==> config.mk <==
export PLATFORM = sky130hd
export DESIGN_NAME = line_editor_with_word_wrap
export DESIGN_NICKNAME = d
export VERILOG_FILES = /design/src/rtl/lew_pkg.sv /design/src/rtl/lew_ram.sv /design/src/rtl/lew_core.sv /design/src/rtl/line_editor_with_word_wrap.sv
export SDC_FILE = /design/constraint.sdc
export NUM_CORES = 1
export LEC_CHECK = 0
export BUFFER_PORTS_ARGS = -buffer_cell sky130_fd_sc_hd__buf_2
export CAP_MARGIN = 30
export CORE_ASPECT_RATIO = 1.75
export CORE_UTILIZATION = 35
export CTS_BUF_LIST = sky130_fd_sc_hd__clkbuf_8
export CTS_CLUSTER_SIZE = 24
export DETAILED_ROUTE_END_ITERATION = 8
export PLACE_DENSITY = 0.49
export SYNTH_ARGS = -nofsm -noshare
export SYNTH_HDL_FRONTEND = slang
export SYNTH_SLANG_ARGS = --single-unit
==> constraint.sdc <==
create_clock -name clk -period 7.7 [get_ports clk]
set_input_delay 2.31 -clock clk [delete_from_list [all_inputs] [get_ports clk]]
set_output_delay 2.31 -clock clk [all_outputs]
set_load 0.01 [all_outputs]
==> src/rtl/lew_pkg.sv <==
// Shared types, codes and sizes for the line editor with word wrap.
package lew_pkg;

    // Line buffer length and the widths that follow from it.
    localparam int LINE_LEN = 40;
    localparam int CUR_W    = $clog2(LINE_LEN + 1);
    localparam int ADDR_W   = $clog2(LINE_LEN);
    localparam int CMP_W    = 7;

    // Widths of the request and result fields.
    localparam int KEY_W    = 8;
    localparam int ACT_W    = 3;
    localparam int CNT_W    = 6;
    localparam int CFG_W    = 6;

    localparam logic [CFG_W-1:0] WIDTH_RESET = 6'd40;

    // Display command codes.
    localparam logic [ACT_W-1:0] ACT_ECHO    = 3'd0;
    localparam logic [ACT_W-1:0] ACT_ERASE   = 3'd1;
    localparam logic [ACT_W-1:0] ACT_BELL    = 3'd2;
    localparam logic [ACT_W-1:0] ACT_NEWLINE = 3'd3;
    localparam logic [ACT_W-1:0] ACT_INVALID = 3'd4;
    localparam logic [ACT_W-1:0] ACT_EXIT    = 3'd5;

    // Key codes with a meaning of their own.
    localparam logic [KEY_W-1:0] KEY_EOT   = 8'h04;
    localparam logic [KEY_W-1:0] KEY_BS    = 8'h08;
    localparam logic [KEY_W-1:0] KEY_NAK   = 8'h15;
    localparam logic [KEY_W-1:0] KEY_ETB   = 8'h17;
    localparam logic [KEY_W-1:0] KEY_ESC   = 8'h1b;
    localparam logic [KEY_W-1:0] KEY_SPACE = 8'h20;
    localparam logic [KEY_W-1:0] KEY_DEL   = 8'h7f;

    typedef logic [CUR_W-1:0] cur_t;

    typedef enum logic [3:0] {
        S_IDLE,
        S_BELL_INV,
        S_INVALID,
        S_BELL,
        S_EXIT,
        S_SCAN_RD,
        S_SCAN_CHK,
        S_ERASE,
        S_NEWLINE,
        S_CP_RD,
        S_CP_WR,
        S_APPEND
    } state_t;

    typedef enum logic [3:0] {
        CMD_DROP,
        CMD_ESC,
        CMD_ESC_SKIP,
        CMD_HIGH,
        CMD_MB_SKIP,
        CMD_EXIT,
        CMD_BELL,
        CMD_WORD,
        CMD_BACK,
        CMD_KILL,
        CMD_WRAP,
        CMD_PUT
    } cmd_t;

    typedef enum logic [1:0] {
        SCAN_SPACES,
        SCAN_WORD,
        SCAN_WRAP
    } scan_mode_t;

    typedef struct packed {
        logic [ACT_W-1:0] action;
        logic [KEY_W-1:0] char_value;
        logic [CNT_W-1:0] erase_count;
        logic             last;
    } res_t;

endpackage

==> src/rtl/lew_ram.sv <==
// Generic single-port RAM with registered read data.
module lew_ram #(
    parameter int WIDTH = 8,
    parameter int DEPTH = 40
) (
    input  logic                     clk,
    input  logic                     en,
    input  logic                     we,
    input  logic [$clog2(DEPTH)-1:0] addr,
    input  logic [WIDTH-1:0]         wdata,
    output logic [WIDTH-1:0]         rdata
);

    logic [WIDTH-1:0] mem [DEPTH];
    logic [WIDTH-1:0] rdata_reg;

    // Read data holds until the next read, so a waiting sequencer can reuse it.
    always_ff @(posedge clk)
    begin
        if (en)
        begin
            if (we)
            begin
                mem[addr] <= wdata;
            end
            else
            begin
                rdata_reg <= mem[addr];
            end
        end
    end

    assign rdata = rdata_reg;

endmodule

==> src/rtl/lew_core.sv <==
// Editing sequencer: key decode, word scan unit and line buffer moves.
module lew_core (
    input  logic                  clk,
    input  logic                  rst_n,
    input  logic [lew_pkg::CFG_W-1:0] line_width,
    input  logic                  in_valid,
    output logic                  in_ready,
    input  logic [lew_pkg::KEY_W-1:0] key_byte,
    output logic                  res_valid,
    input  logic                  res_ready,
    output lew_pkg::res_t         res
);

    import lew_pkg::*;

    state_t     state_reg, state_next;
    scan_mode_t mode_reg, mode_next;
    cur_t       cursor_reg, cursor_next;
    cur_t       idx_reg, idx_next;
    cur_t       k_reg, k_next;
    logic [CNT_W-1:0] cnt_reg, cnt_next;
    logic [KEY_W-1:0] key_reg, key_next;
    logic       wrap_reg, wrap_next;
    logic [1:0] esc_reg, esc_next;
    logic       mb_reg, mb_next;
    logic       halted_reg, halted_next;

    cmd_t       cmd;
    state_t     stop_state;
    logic [CMP_W-1:0] eff_width;
    logic       wrap_needed;
    logic       is_space;
    logic       scan_go;
    logic       scan_stop;
    cur_t       scan_addr;
    cur_t       copy_src;
    cur_t       k_inc;

    logic              ram_en;
    logic              ram_we;
    logic [ADDR_W-1:0] ram_addr;
    logic [KEY_W-1:0]  ram_wdata;
    logic [KEY_W-1:0]  ram_rdata;

    lew_ram #(
        .WIDTH (KEY_W),
        .DEPTH (LINE_LEN)
    ) u_line (
        .clk   (clk),
        .en    (ram_en),
        .we    (ram_we),
        .addr  (ram_addr),
        .wdata (ram_wdata),
        .rdata (ram_rdata)
    );

    // Width register clamped to 1..LINE_LEN.
    always_comb
    begin
        if (line_width == '0)
        begin
            eff_width = CMP_W'(1);
        end
        else if (CMP_W'(line_width) > CMP_W'(LINE_LEN))
        begin
            eff_width = CMP_W'(LINE_LEN);
        end
        else
        begin
            eff_width = CMP_W'(line_width);
        end
    end

    assign wrap_needed = CMP_W'(cursor_reg) >= eff_width;

    // Decode of the key offered at the input.
    always_comb
    begin
        priority if (halted_reg)
            cmd = CMD_DROP;
        else if (esc_reg == 2'd0 && key_byte == KEY_ESC)
            cmd = CMD_ESC;
        else if (esc_reg != 2'd0)
            cmd = CMD_ESC_SKIP;
        else if (!mb_reg && key_byte[KEY_W-1])
            cmd = CMD_HIGH;
        else if (mb_reg)
            cmd = CMD_MB_SKIP;
        else if (key_byte == KEY_EOT)
            cmd = (cursor_reg == '0) ? CMD_EXIT : CMD_BELL;
        else if (key_byte == KEY_ETB)
            cmd = CMD_WORD;
        else if (key_byte == KEY_BS || key_byte == KEY_DEL)
            cmd = (cursor_reg != '0) ? CMD_BACK : CMD_BELL;
        else if (key_byte == KEY_NAK)
            cmd = (cursor_reg != '0) ? CMD_KILL : CMD_DROP;
        else if (key_byte < KEY_SPACE)
            cmd = CMD_BELL;
        else if (wrap_needed)
            cmd = CMD_WRAP;
        else
            cmd = CMD_PUT;
    end

    // Scan unit: one character compare and one index step per visit.
    assign is_space  = ram_rdata == KEY_SPACE;
    assign scan_go   = (mode_reg == SCAN_SPACES) ? is_space : !is_space;
    assign scan_stop = (state_reg == S_SCAN_RD && idx_reg == '0) ||
                       (state_reg == S_SCAN_CHK && !scan_go);
    assign scan_addr = idx_reg - cur_t'(1);
    assign copy_src  = idx_reg + k_reg;
    assign k_inc     = k_reg + cur_t'(1);

    always_comb
    begin
        unique case (mode_reg)
            SCAN_SPACES: stop_state = S_SCAN_RD;
            SCAN_WORD:   stop_state = (cursor_reg != idx_reg) ? S_ERASE : S_IDLE;
            SCAN_WRAP:
            begin
                if (idx_reg == '0 || cursor_reg == idx_reg)
                    stop_state = S_NEWLINE;
                else
                    stop_state = S_ERASE;
            end
            default:     stop_state = S_IDLE;
        endcase
    end

    // Next state.
    always_comb
    begin
        state_next = state_reg;
        unique case (state_reg)
            S_IDLE:
            begin
                if (in_valid)
                begin
                    unique case (cmd)
                        CMD_ESC, CMD_HIGH:  state_next = S_BELL_INV;
                        CMD_EXIT:           state_next = S_EXIT;
                        CMD_BELL:           state_next = S_BELL;
                        CMD_WORD, CMD_WRAP: state_next = S_SCAN_RD;
                        CMD_BACK, CMD_KILL: state_next = S_ERASE;
                        CMD_PUT:            state_next = S_APPEND;
                        default:            state_next = S_IDLE;
                    endcase
                end
            end
            S_BELL_INV: if (res_ready) state_next = S_INVALID;
            S_INVALID:  if (res_ready) state_next = S_IDLE;
            S_BELL:     if (res_ready) state_next = S_IDLE;
            S_EXIT:     if (res_ready) state_next = S_IDLE;
            S_SCAN_RD:  state_next = scan_stop ? stop_state : S_SCAN_CHK;
            S_SCAN_CHK: state_next = scan_stop ? stop_state : S_SCAN_RD;
            S_ERASE:
            begin
                if (res_ready)
                    state_next = wrap_reg ? S_NEWLINE : S_IDLE;
            end
            S_NEWLINE:
            begin
                if (res_ready)
                    state_next = (cursor_reg != '0) ? S_CP_RD : S_APPEND;
            end
            S_CP_RD:    state_next = S_CP_WR;
            S_CP_WR:
            begin
                if (res_ready)
                    state_next = (k_inc == cursor_reg) ? S_APPEND : S_CP_RD;
            end
            S_APPEND:   if (res_ready) state_next = S_IDLE;
            default:    state_next = S_IDLE;
        endcase
    end

    // Outputs: result offer, input ready and buffer port.
    always_comb
    begin
        in_ready  = 1'b0;
        res_valid = 1'b0;
        res       = '{action: ACT_BELL, char_value: '0, erase_count: '0, last: 1'b1};
        ram_en    = 1'b0;
        ram_we    = 1'b0;
        ram_addr  = '0;
        ram_wdata = key_reg;
        unique case (state_reg)
            S_IDLE:     in_ready = 1'b1;
            S_BELL_INV:
            begin
                res_valid = 1'b1;
                res.last  = 1'b0;
            end
            S_INVALID:
            begin
                res_valid  = 1'b1;
                res.action = ACT_INVALID;
            end
            S_BELL:     res_valid = 1'b1;
            S_EXIT:
            begin
                res_valid  = 1'b1;
                res.action = ACT_EXIT;
            end
            S_SCAN_RD:
            begin
                ram_en   = idx_reg != '0;
                ram_addr = scan_addr[ADDR_W-1:0];
            end
            S_SCAN_CHK: ;
            S_ERASE:
            begin
                res_valid       = 1'b1;
                res.action      = ACT_ERASE;
                res.erase_count = cnt_reg;
                res.last        = !wrap_reg;
            end
            S_NEWLINE:
            begin
                res_valid  = 1'b1;
                res.action = ACT_NEWLINE;
                res.last   = 1'b0;
            end
            S_CP_RD:
            begin
                ram_en   = 1'b1;
                ram_addr = copy_src[ADDR_W-1:0];
            end
            S_CP_WR:
            begin
                res_valid      = 1'b1;
                res.action     = ACT_ECHO;
                res.char_value = ram_rdata;
                res.last       = 1'b0;
                ram_en         = res_ready;
                ram_we         = 1'b1;
                ram_addr       = k_reg[ADDR_W-1:0];
                ram_wdata      = ram_rdata;
            end
            S_APPEND:
            begin
                res_valid      = 1'b1;
                res.action     = ACT_ECHO;
                res.char_value = key_reg;
                ram_en         = res_ready;
                ram_we         = 1'b1;
                ram_addr       = cursor_reg[ADDR_W-1:0];
            end
            default: ;
        endcase
    end

    // Datapath register updates.
    always_comb
    begin
        mode_next   = mode_reg;
        cursor_next = cursor_reg;
        idx_next    = idx_reg;
        k_next      = k_reg;
        cnt_next    = cnt_reg;
        key_next    = key_reg;
        wrap_next   = wrap_reg;
        esc_next    = esc_reg;
        mb_next     = mb_reg;
        halted_next = halted_reg;
        unique case (state_reg)
            S_IDLE:
            begin
                if (in_valid)
                begin
                    key_next = key_byte;
                    unique case (cmd)
                        CMD_ESC:
                        begin
                            esc_next    = 2'd2;
                            cursor_next = '0;
                        end
                        CMD_ESC_SKIP: esc_next = esc_reg - 2'd1;
                        CMD_HIGH:
                        begin
                            mb_next     = 1'b1;
                            cursor_next = '0;
                        end
                        CMD_MB_SKIP:  mb_next = 1'b0;
                        CMD_EXIT:     halted_next = 1'b1;
                        CMD_WORD:
                        begin
                            idx_next  = cursor_reg;
                            mode_next = SCAN_SPACES;
                        end
                        CMD_WRAP:
                        begin
                            idx_next  = cursor_reg;
                            mode_next = SCAN_WRAP;
                        end
                        CMD_BACK:
                        begin
                            cnt_next    = CNT_W'(1);
                            cursor_next = cursor_reg - cur_t'(1);
                            wrap_next   = 1'b0;
                        end
                        CMD_KILL:
                        begin
                            cnt_next    = CNT_W'(cursor_reg);
                            cursor_next = '0;
                            wrap_next   = 1'b0;
                        end
                        default: ;
                    endcase
                end
            end
            S_SCAN_RD, S_SCAN_CHK:
            begin
                if (scan_stop)
                begin
                    k_next = '0;
                    unique case (mode_reg)
                        SCAN_SPACES: mode_next = SCAN_WORD;
                        SCAN_WORD:
                        begin
                            cnt_next    = CNT_W'(cursor_reg - idx_reg);
                            cursor_next = idx_reg;
                            wrap_next   = 1'b0;
                        end
                        SCAN_WRAP:
                        begin
                            // The word after the last space moves to the next line;
                            // a line with no space starts over empty.
                            cnt_next    = CNT_W'(cursor_reg - idx_reg);
                            cursor_next = (idx_reg == '0) ? '0 : cursor_reg - idx_reg;
                            wrap_next   = 1'b1;
                        end
                        default: ;
                    endcase
                end
                else if (state_reg == S_SCAN_CHK)
                begin
                    idx_next = idx_reg - cur_t'(1);
                end
            end
            S_CP_WR:    if (res_ready) k_next = k_inc;
            S_APPEND:   if (res_ready) cursor_next = cursor_reg + cur_t'(1);
            default: ;
        endcase
    end

    always_ff @(posedge clk or negedge rst_n)
    begin
        if (!rst_n)
        begin
            state_reg  <= S_IDLE;
            mode_reg   <= SCAN_SPACES;
            cursor_reg <= '0;
            idx_reg    <= '0;
            k_reg      <= '0;
            cnt_reg    <= '0;
            wrap_reg   <= 1'b0;
            esc_reg    <= 2'd0;
            mb_reg     <= 1'b0;
            halted_reg <= 1'b0;
        end
        else
        begin
            state_reg  <= state_next;
            mode_reg   <= mode_next;
            cursor_reg <= cursor_next;
            idx_reg    <= idx_next;
            k_reg      <= k_next;
            cnt_reg    <= cnt_next;
            wrap_reg   <= wrap_next;
            esc_reg    <= esc_next;
            mb_reg     <= mb_next;
            halted_reg <= halted_next;
        end
    end

    always_ff @(posedge clk)
    begin
        key_reg <= key_next;
    end

endmodule

==> src/rtl/line_editor_with_word_wrap.sv <==
// Top level of the line editor with word wrap: ports, width register, result register.
//
// Keyboard bytes arrive as requests on the s_ group (s_tdata = key byte). Each
// byte produces zero or more display commands on the m_ group; m_tlast marks the
// final command caused by a byte. m_tuser carries the command kind, m_tdata the
// echoed character and the erase count.
// The user must write the line width through cfg_valid/cfg_data only while the
// editor is idle; the block itself does not enforce this. cfg_ready is always high.
// Widths of 0 act as 1 and widths above the buffer length act as the buffer length.
// The editor takes one byte at a time: s_tready is high only in the idle state.
// A plain echo goes from the append state into the result register, and s_tready
// returns as the echo is loaded.
// Ctrl-W and word wrap scan the line backward with one read step and one compare
// step per character, and a wrap copies the moved word with one read step and one
// write step per character, as the single-port line buffer needs.
// When the receiver stalls, the finished command waits in the result register
// and the sequencer waits with it; nothing is dropped.
// Reset clears the cursor, the skip counters and the halt flag and loads a
// width of 40. The buffer itself is not cleared and needs no clearing pass.
module line_editor_with_word_wrap (
    input  logic        clk,
    input  logic        rst_n,
    // Line width register write channel.
    input  logic        cfg_valid,
    output logic        cfg_ready,
    input  logic [5:0]  cfg_data,    // [5:0] line_width
    // Keyboard byte requests.
    input  logic        s_tvalid,
    output logic        s_tready,
    input  logic [7:0]  s_tdata,     // [7:0] key_byte
    // Display command results.
    output logic        m_tvalid,
    input  logic        m_tready,
    output logic [15:0] m_tdata,     // [7:0] char_value, [13:8] erase_count, [15:14] zero
    output logic [2:0]  m_tuser,     // [2:0] action
    output logic        m_tlast
);

    import lew_pkg::*;

    logic [CFG_W-1:0] width_reg;
    logic             m_tvalid_reg;
    res_t             out_reg;
    res_t             res;
    logic             res_valid;
    logic             res_ready;

    assign cfg_ready = 1'b1;

    always_ff @(posedge clk or negedge rst_n)
    begin
        if (!rst_n)
        begin
            width_reg <= WIDTH_RESET;
        end
        else if (cfg_valid)
        begin
            width_reg <= cfg_data;
        end
    end

    lew_core u_core (
        .clk        (clk),
        .rst_n      (rst_n),
        .line_width (width_reg),
        .in_valid   (s_tvalid),
        .in_ready   (s_tready),
        .key_byte   (s_tdata),
        .res_valid  (res_valid),
        .res_ready  (res_ready),
        .res        (res)
    );

    // The result register loads whenever it is empty or being drained this cycle.
    assign res_ready = !m_tvalid_reg || m_tready;

    always_ff @(posedge clk or negedge rst_n)
    begin
        if (!rst_n)
        begin
            m_tvalid_reg <= 1'b0;
        end
        else if (res_ready)
        begin
            m_tvalid_reg <= res_valid;
        end
    end

    always_ff @(posedge clk)
    begin
        if (res_ready && res_valid)
        begin
            out_reg <= res;
        end
    end

    assign m_tvalid = m_tvalid_reg;
    assign m_tdata  = {2'b00, out_reg.erase_count, out_reg.char_value};
    assign m_tuser  = out_reg.action;
    assign m_tlast  = out_reg.last;

endmodule
# After elaboration in Yosys (flattened, before gate mapping)
# Memory sizes are Yosys's and may differ from the RTL's. A register that Yosys moved wholly into a read port is not among the register bits.
# Cells that the tools add are included.
[classes]
n_lt_le_gt_ge = 3
addsub = 7
eq_ne = 50
n_div = 0
n_shift = 0
bitwise = 1
mux = 76
multipliers = 0
reduce_logical = 49
[ops]
columns = ["op", "count"]
rows = [
  ["6-bit 2-to-1 mux", 15],
  ["4-bit 2-to-1 mux", 22],
  ["6-bit one-hot mux with 2 select lines", 6],
  ["4-bit one-hot mux with 9 select lines", 1],
  ["4-bit by 3-bit == test with 1-bit output, second input constant", 7],
  ["4-bit == test, second input constant", 7],
  ["8-bit by 5-bit == test with 1-bit output, second input constant", 3],
  ["6-bit one-hot mux with 4 select lines", 1],
  ["2-bit != test, second input constant", 10],
  ["5-bit AND reduction", 4],
  ["6-bit zero test", 3],
  ["6-bit one-hot mux with 3 select lines", 1],
  ["4-bit by 2-bit == test with 1-bit output, second input constant", 4],
  ["8-bit one-hot mux with 2 select lines", 1],
  ["3-bit one-hot mux with 5 select lines", 1],
  ["6-bit by 1-bit adder with 6-bit output, second input constant", 2],
  ["6-bit == test", 2],
  ["2-bit 2-to-1 mux", 6],
  ["3-bit != test, second input constant", 4],
  ["2-bit one-hot mux with 2 select lines", 3],
  ["4-bit one-hot mux with 3 select lines", 1],
  ["3-bit AND reduction", 4],
  ["6-bit AND reduction", 2],
  ["6-bit nonzero test", 2],
  ["34 further kinds", 74],
]
[totals]
latch_bits = 0
romBits = 64
regBits = 68
inputBits = 19
n_memories = 2
ram_bits = 320
output_inout_bits = 23
[memory_table]
columns = ["memory", "depth", "width", "rd", "rd_clocked_by_memory_dff", "wr", "line_no", "text"]
rows = [
  ["u_core.u_line.mem", 40, 8, 1, 1, 1, "lew_ram.sv:14", "logic [WIDTH-1:0] mem [DEPTH];"],
  ["(no name shown)", 16, 4, 1, 0, 0, "lew_core.sv:139", "unique case (cmd)"],
]

# Logic depth before layout (Yosys ltp)
[depth]
ltp_word = 20
ltp_mapped = 15
depth_no_buf = 13

# Hierarchy
# Synthesis repeated with hierarchy kept, for this count alone.
[hier_totals]
cells_unflattened = 1306
area_unflattened_um2 = 18119.9
[modules_own_cells]
columns = ["module", "area_per_inst_um2", "cells_per_inst", "seq_area_each_um2", "instances"]
rows = [
  ["lew_ram", 12961.2, 745, 9849.4, 1],
  ["lew_core", 4290.4, 521, 1116.1, 1],
  ["line_editor_with_word_wrap", 868.3, 40, 718.2, 1],
]

# Worst setup path after synthesis
# OpenSTA, ideal clock, no wires.
[synth_path]
kind = "input to register"
startpoint = "input port s_tdata[7]"
endpoint = "register u_core.idx_reg[0]"
arrival_time_ps = 4603
stages = 12
required_ps = 7567
slack_ps = 2964
n_path_buf = 3
path_cell_list = "or3_1 -> buf_6 -> nor4_4 -> a22oi_1 -> a211oi_2 -> or2_1 -> buf_6 -> mux2_4 -> o21ai_2 -> buf_6 -> mux2i_1 -> o31ai_1"
[synth_via]
elab_chain_cells = 15
word_cells_on_any_way = 25
classes_between = "order compare: 1; eq/ne: 9; mux: 10; reduce/logical: 5"
[synth_rtl]
columns = ["item", "line_no", "text"]
rows = [
  ["start, declared", "line_editor_with_word_wrap.sv:30", "input logic [7:0] s_tdata,"],
  ["8-bit by 6-bit < comparator with 1-bit output", "lew_core.sv:97", "else if (key_byte < KEY_SPACE)"],
  ["4-bit 2-to-1 mux", "lew_core.sv:97", ""],
  ["4-bit 2-to-1 mux", "lew_core.sv:95", "else if (key_byte == KEY_NAK)"],
  ["4-bit 2-to-1 mux", "lew_core.sv:93", "else if (key_byte == KEY_BS || key_byte == KEY_DEL)"],
  ["4-bit 2-to-1 mux", "lew_core.sv:91", "else if (key_byte == KEY_ETB)"],
  ["4-bit 2-to-1 mux", "lew_core.sv:89", "else if (key_byte == KEY_EOT)"],
  ["4-bit 2-to-1 mux", "lew_core.sv:87", "else if (mb_reg)"],
  ["4-bit 2-to-1 mux", "lew_core.sv:85", "else if (!mb_reg && key_byte[KEY_W-1])"],
  ["4-bit 2-to-1 mux", "lew_core.sv:83", "else if (esc_reg != 2'd0)"],
  ["4-bit 2-to-1 mux (*)", "lew_core.sv:81", "else if (esc_reg == 2'd0 && key_byte == KEY_ESC)"],
  ["4-bit 2-to-1 mux (*)", "lew_core.sv:79", "priority if (halted_reg)"],
  ["4-bit by 3-bit == test with 1-bit output or 4-bit == test (tied branches)", "lew_core.sv:272", "unique case (cmd)"],
  ["2-bit OR reduction (no source line) (*)", "n/a", ""],
  ["2-bit != test (no source line) (*)", "n/a", ""],
  ["5-bit AND reduction (no source line) (*)", "n/a", ""],
  ["end signal, assigned", "lew_core.sv:367", "idx_reg <= idx_next;"],
  ["end, declared", "lew_core.sv:19", "cur_t idx_reg, idx_next;"],
]
# Every way passes the cells marked *; elsewhere a longest branch is shown, timed or not.
# A chain may end at the register's enable or synchronous reset.

# Worst setup path in the final report
[layout_path]
startpoint = "register u_core.state_reg[0]"
endpoint = "register u_core.u_line.rdata_reg[6], in the netlist u_core.u_line.rdata[6] (read register of u_core.u_line.mem) (data pin)"
[layout_via]
elab_chain_cells = 5
word_cells_on_any_way = 10
classes_between = "eq/ne: 4; mux: 3; bitwise: 1; reduce/logical: 2"
[layout_rtl]
columns = ["item", "line_no", "text"]
rows = [
  ["start, declared", "lew_core.sv:16", "state_t state_reg, state_next;"],
  ["start signal, assigned", "lew_core.sv:364", "state_reg <= state_next;"],
  ["branches (longest 5 deep; another with 4-bit == test)", "n/a", ""],
  ["end, declared", "lew_ram.sv:15", "logic [WIDTH-1:0] rdata_reg;"],
]
# Several ways; the timed one is not identified.

==> reports/metrics.csv <==
stage,metric,value,unit
cts,clock_sink_count,396,
pwr,power.total,5240,uW
yosys,synth-async-reset-ratio,10.6,%
critical_path,end_kind,flip-flop,
critical_path,r2r_slack,2.73,ns
sta,relSlewSlack,32.9,%
yosys,synth_common_cells,"edfxtp_1 (354), nand2_1 (252), a21oi_1 (105)",
critical_path,cpMaxStageDelayCell,a222oi_1,
finish,largest_reg_flops,320,
floorplan,dieHeight,302,um
yosys,synth_area_per_cell,12.0,um2
cts,path_clk_slew,0.07,ns
floorplan,ios,42,
pwr,leakagePower,0.00684,uW
cts,ctsResizeCount,0,
critical_path,cp.arrival,5.30,ns
cts,cts_buffer_depth,3,
detailed_routing,ant_nets,0,
floorplan,coreArea,50700,um2
detailed_routing,wl_per_cell,24.3,um
sta,rsz0062_at_grt,false,
min_path,hold_path_class,reg -> reg,
floorplan,floorplan.initialDensity,35.6,%
placement,globalplace.congestion,0.848,
sta,maxSlewViolCount,0,
critical_path,crit_path_start_kind,flip-flop,
cts,htree_levels,2,
floorplan,die_w,174,um
global_route,grt_pass1_vias,12600,
flow_run,cap_violations,0,
yosys,seq_area_frac_synth,64.7,%
sta,setup_viol,0,
detailed_routing,vias_per_cell,5.53,
yosys,synth_most_common_cell,edfxtp_1,
cts,worstSkewPairLatency,0.66,ns
finish,drive_gt1_share,11.4,%
yosys,yosysTopAreaCell,edfxtp_1,
finish,area_growth,10.7,%
yosys,ys_ff_latch,396,
sta,tns,0,ns
global_route,grt_pass1_wl,81.1,mm
cts,hold_buffers,0,
sta,period_minus_slack,4.97,ns
yosys,yosysTopAreaCellShare,58.9,%
critical_path,cp_max_fo,46,
global_route,grt_overflow,0,
yosys,netlist_instances,1509,
detailed_routing,dr_total_vias,12400,
cts,numCtsBuffers,57,
sta,tightest_slew,1.01,ns
cts,root_buffer,clkbuf_8,
finish,regMostFlops,u_core.u_line.mem,
critical_path,critPathRequiredTime,8.02,ns
sta,fin_skew,0.0536,ns
global_route,antenna_found_initial,1,
critical_path,crit_top_cell,buf_4,
critical_path,critical_path_class,reg -> reg,
floorplan,rows,109,
finish,finalNetCount,1585,
cts,cts_setup_buffers,0,
floorplan,dieArea,52500,um2
critical_path,crit_buf_inv,2,
yosys,yosys_warnings,0,
sta,fmax,201,MHz
yosys,synth_edf_count,354,
yosys,yosysUniqueCellTypes,88,
detailed_routing,wl,54.8,mm
yosys,synth_area_leaders,"edfxtp_1 (59%), dfrtp_1 (5.5%), nand2_1 (5.2%), a21oi_1 (2.9%), nor2_1 (2.1%)",
pwr,powerDensity,262,nW/um2
critical_path,crit_chain,buf_4 > and4bb_2 > a32oi_1 > o21a_4 > buf_4 > a21oi_1 > a211oi_1 > o22ai_1 > a222oi_1 > o31ai_1,
global_route,grt_max_degree,51,
cts,cts_tree,yes,
placement,port_buffers,38,
critical_path,cpPeakStageDelay,0.78,ns
yosys,syn_area,18100,um2
critical_path,critPathTopFamily,compound AO/OA/AOI/OAI gates,
pwr,ir_drop,112,uV
status,outcome,"complete, no violations",
sta,min_period_over_period,64.6,%
placement,dp_hpwl,37.2,mm
global_route,grt_usage,20.9,%
yosys,yosys_most_used_dff,edfxtp_1,
detailed_routing,drcViolationCount,0,
sta,hold_viol,0,
detailed_routing,dr.pass1.iters,5,
detailed_routing,detail_route.iter0.violations,818,
## cells by family after synthesis
group                    synth area share, %
XOR/XNOR                                1.12
multiplexers                            1.75
adder cells (fa/ha/maj)                 2.02
AO/OA/AOI/OAI                           14.4
flip-flops                              64.7
other                                 0.0416
AND/OR/NAND/NOR                         13.0
buffers and inverters                   2.90
## power breakdown
group | leakage (uW) | switching, uW | internal [uW]
clock | 0.000628 | 827 | 747
sequential | 0.00371 | 97.0 | 2560
combinational | 0.00251 | 697 | 306
total | 0.00684 | 1620 | 3620
## routing by layer
| metal | vias up | track usage, % | routed length, um | part of all wire (%) |
|---|---|---|---|---|
| met4 | 0 | 11.5 | 3140 | 5.7 |
| li1 | 5721 | - | - | - |
| met1 | 6175 | 21.0 | 18800 | 34 |
| met5 | - | 0 | 0 | 0 |
| met3 | 141 | 2.32 | 2230 | 4.1 |
| met2 | 408 | 41.5 | 30600 | 56 |
## worst paths after layout
| check | startpoint | to | cells after the start |
|---|---|---|---|
| min reg2reg | u_core.cnt_reg[4] | u_core.cnt_reg[4] | 2 |
| min | u_core.cnt_reg[4] | u_core.cnt_reg[4] | 2 |
| max in group asynchronous | rst_n | width_reg[5] | 2 |
| min in group asynchronous | rst_n | u_core.k_reg[5] | 1 |
| max | u_core.state_reg[0] | u_core.u_line.rdata[6] | 10 |
| max reg2reg | u_core.state_reg[0] | u_core.u_line.rdata[6] | 10 |
## cells in the final DEF (no fill, tap or decap), drive strengths merged, types with 19 or more instances in the layout
| master | netlist | final |
|---|---|---|
| edfxtp | 354 | 354 |
| nand2 | 252 | 252 |
| clkinv | 0 | 19 |
| nand3 | 61 | 61 |
| clkbuf | 54 | 59 |
| a211oi | 51 | 51 |
| o22ai | 32 | 32 |
| nor3 | 20 | 20 |
| a22oi | 27 | 27 |
| inv | 28 | 54 |
| ha | 26 | 26 |
| o21ai | 51 | 51 |
| and3 | 19 | 19 |
| dfrtp | 40 | 40 |
| buf | 41 | 64 |
| nor2 | 100 | 100 |
| a21oi | 106 | 106 |
| a31oi | 21 | 21 |
## tightest hold or removal path, stage by stage, from the launching register on
cell and delay, ns:
dfrtp_1 0.34, nand2_1 0.04, o21ai_0 0.06
## cell type report
type,count,area [um2]
antenna,1,2.50
clock buffer,59,812
clock inverter,47,233
fill,4910,30700
inverter,28,105
multi-input combinational,991,5900
sequential,396,11700
tap,666,833
timing repair buffer,64,418
## stage by stage
step | hold WS (ns) | area [um2] | std cells | util, % | setup WS (ns)
floorplan | 0.441 | 18100 | 1510 | - | 2.96
detailed placement | 0.468 | 18900 | 2145 | 37.3 | 2.17
global route | 0.518 | 20000 | 2252 | 39.4 | 2.55
global placement | 0.453 | 18900 | 2141 | 37.2 | 2.23
CTS | 0.481 | 20000 | 2251 | 39.4 | 2.75
finish | 0.478 | 20000 | 2252 | 39.4 | 2.73
(Power assumes the default switching activity.)
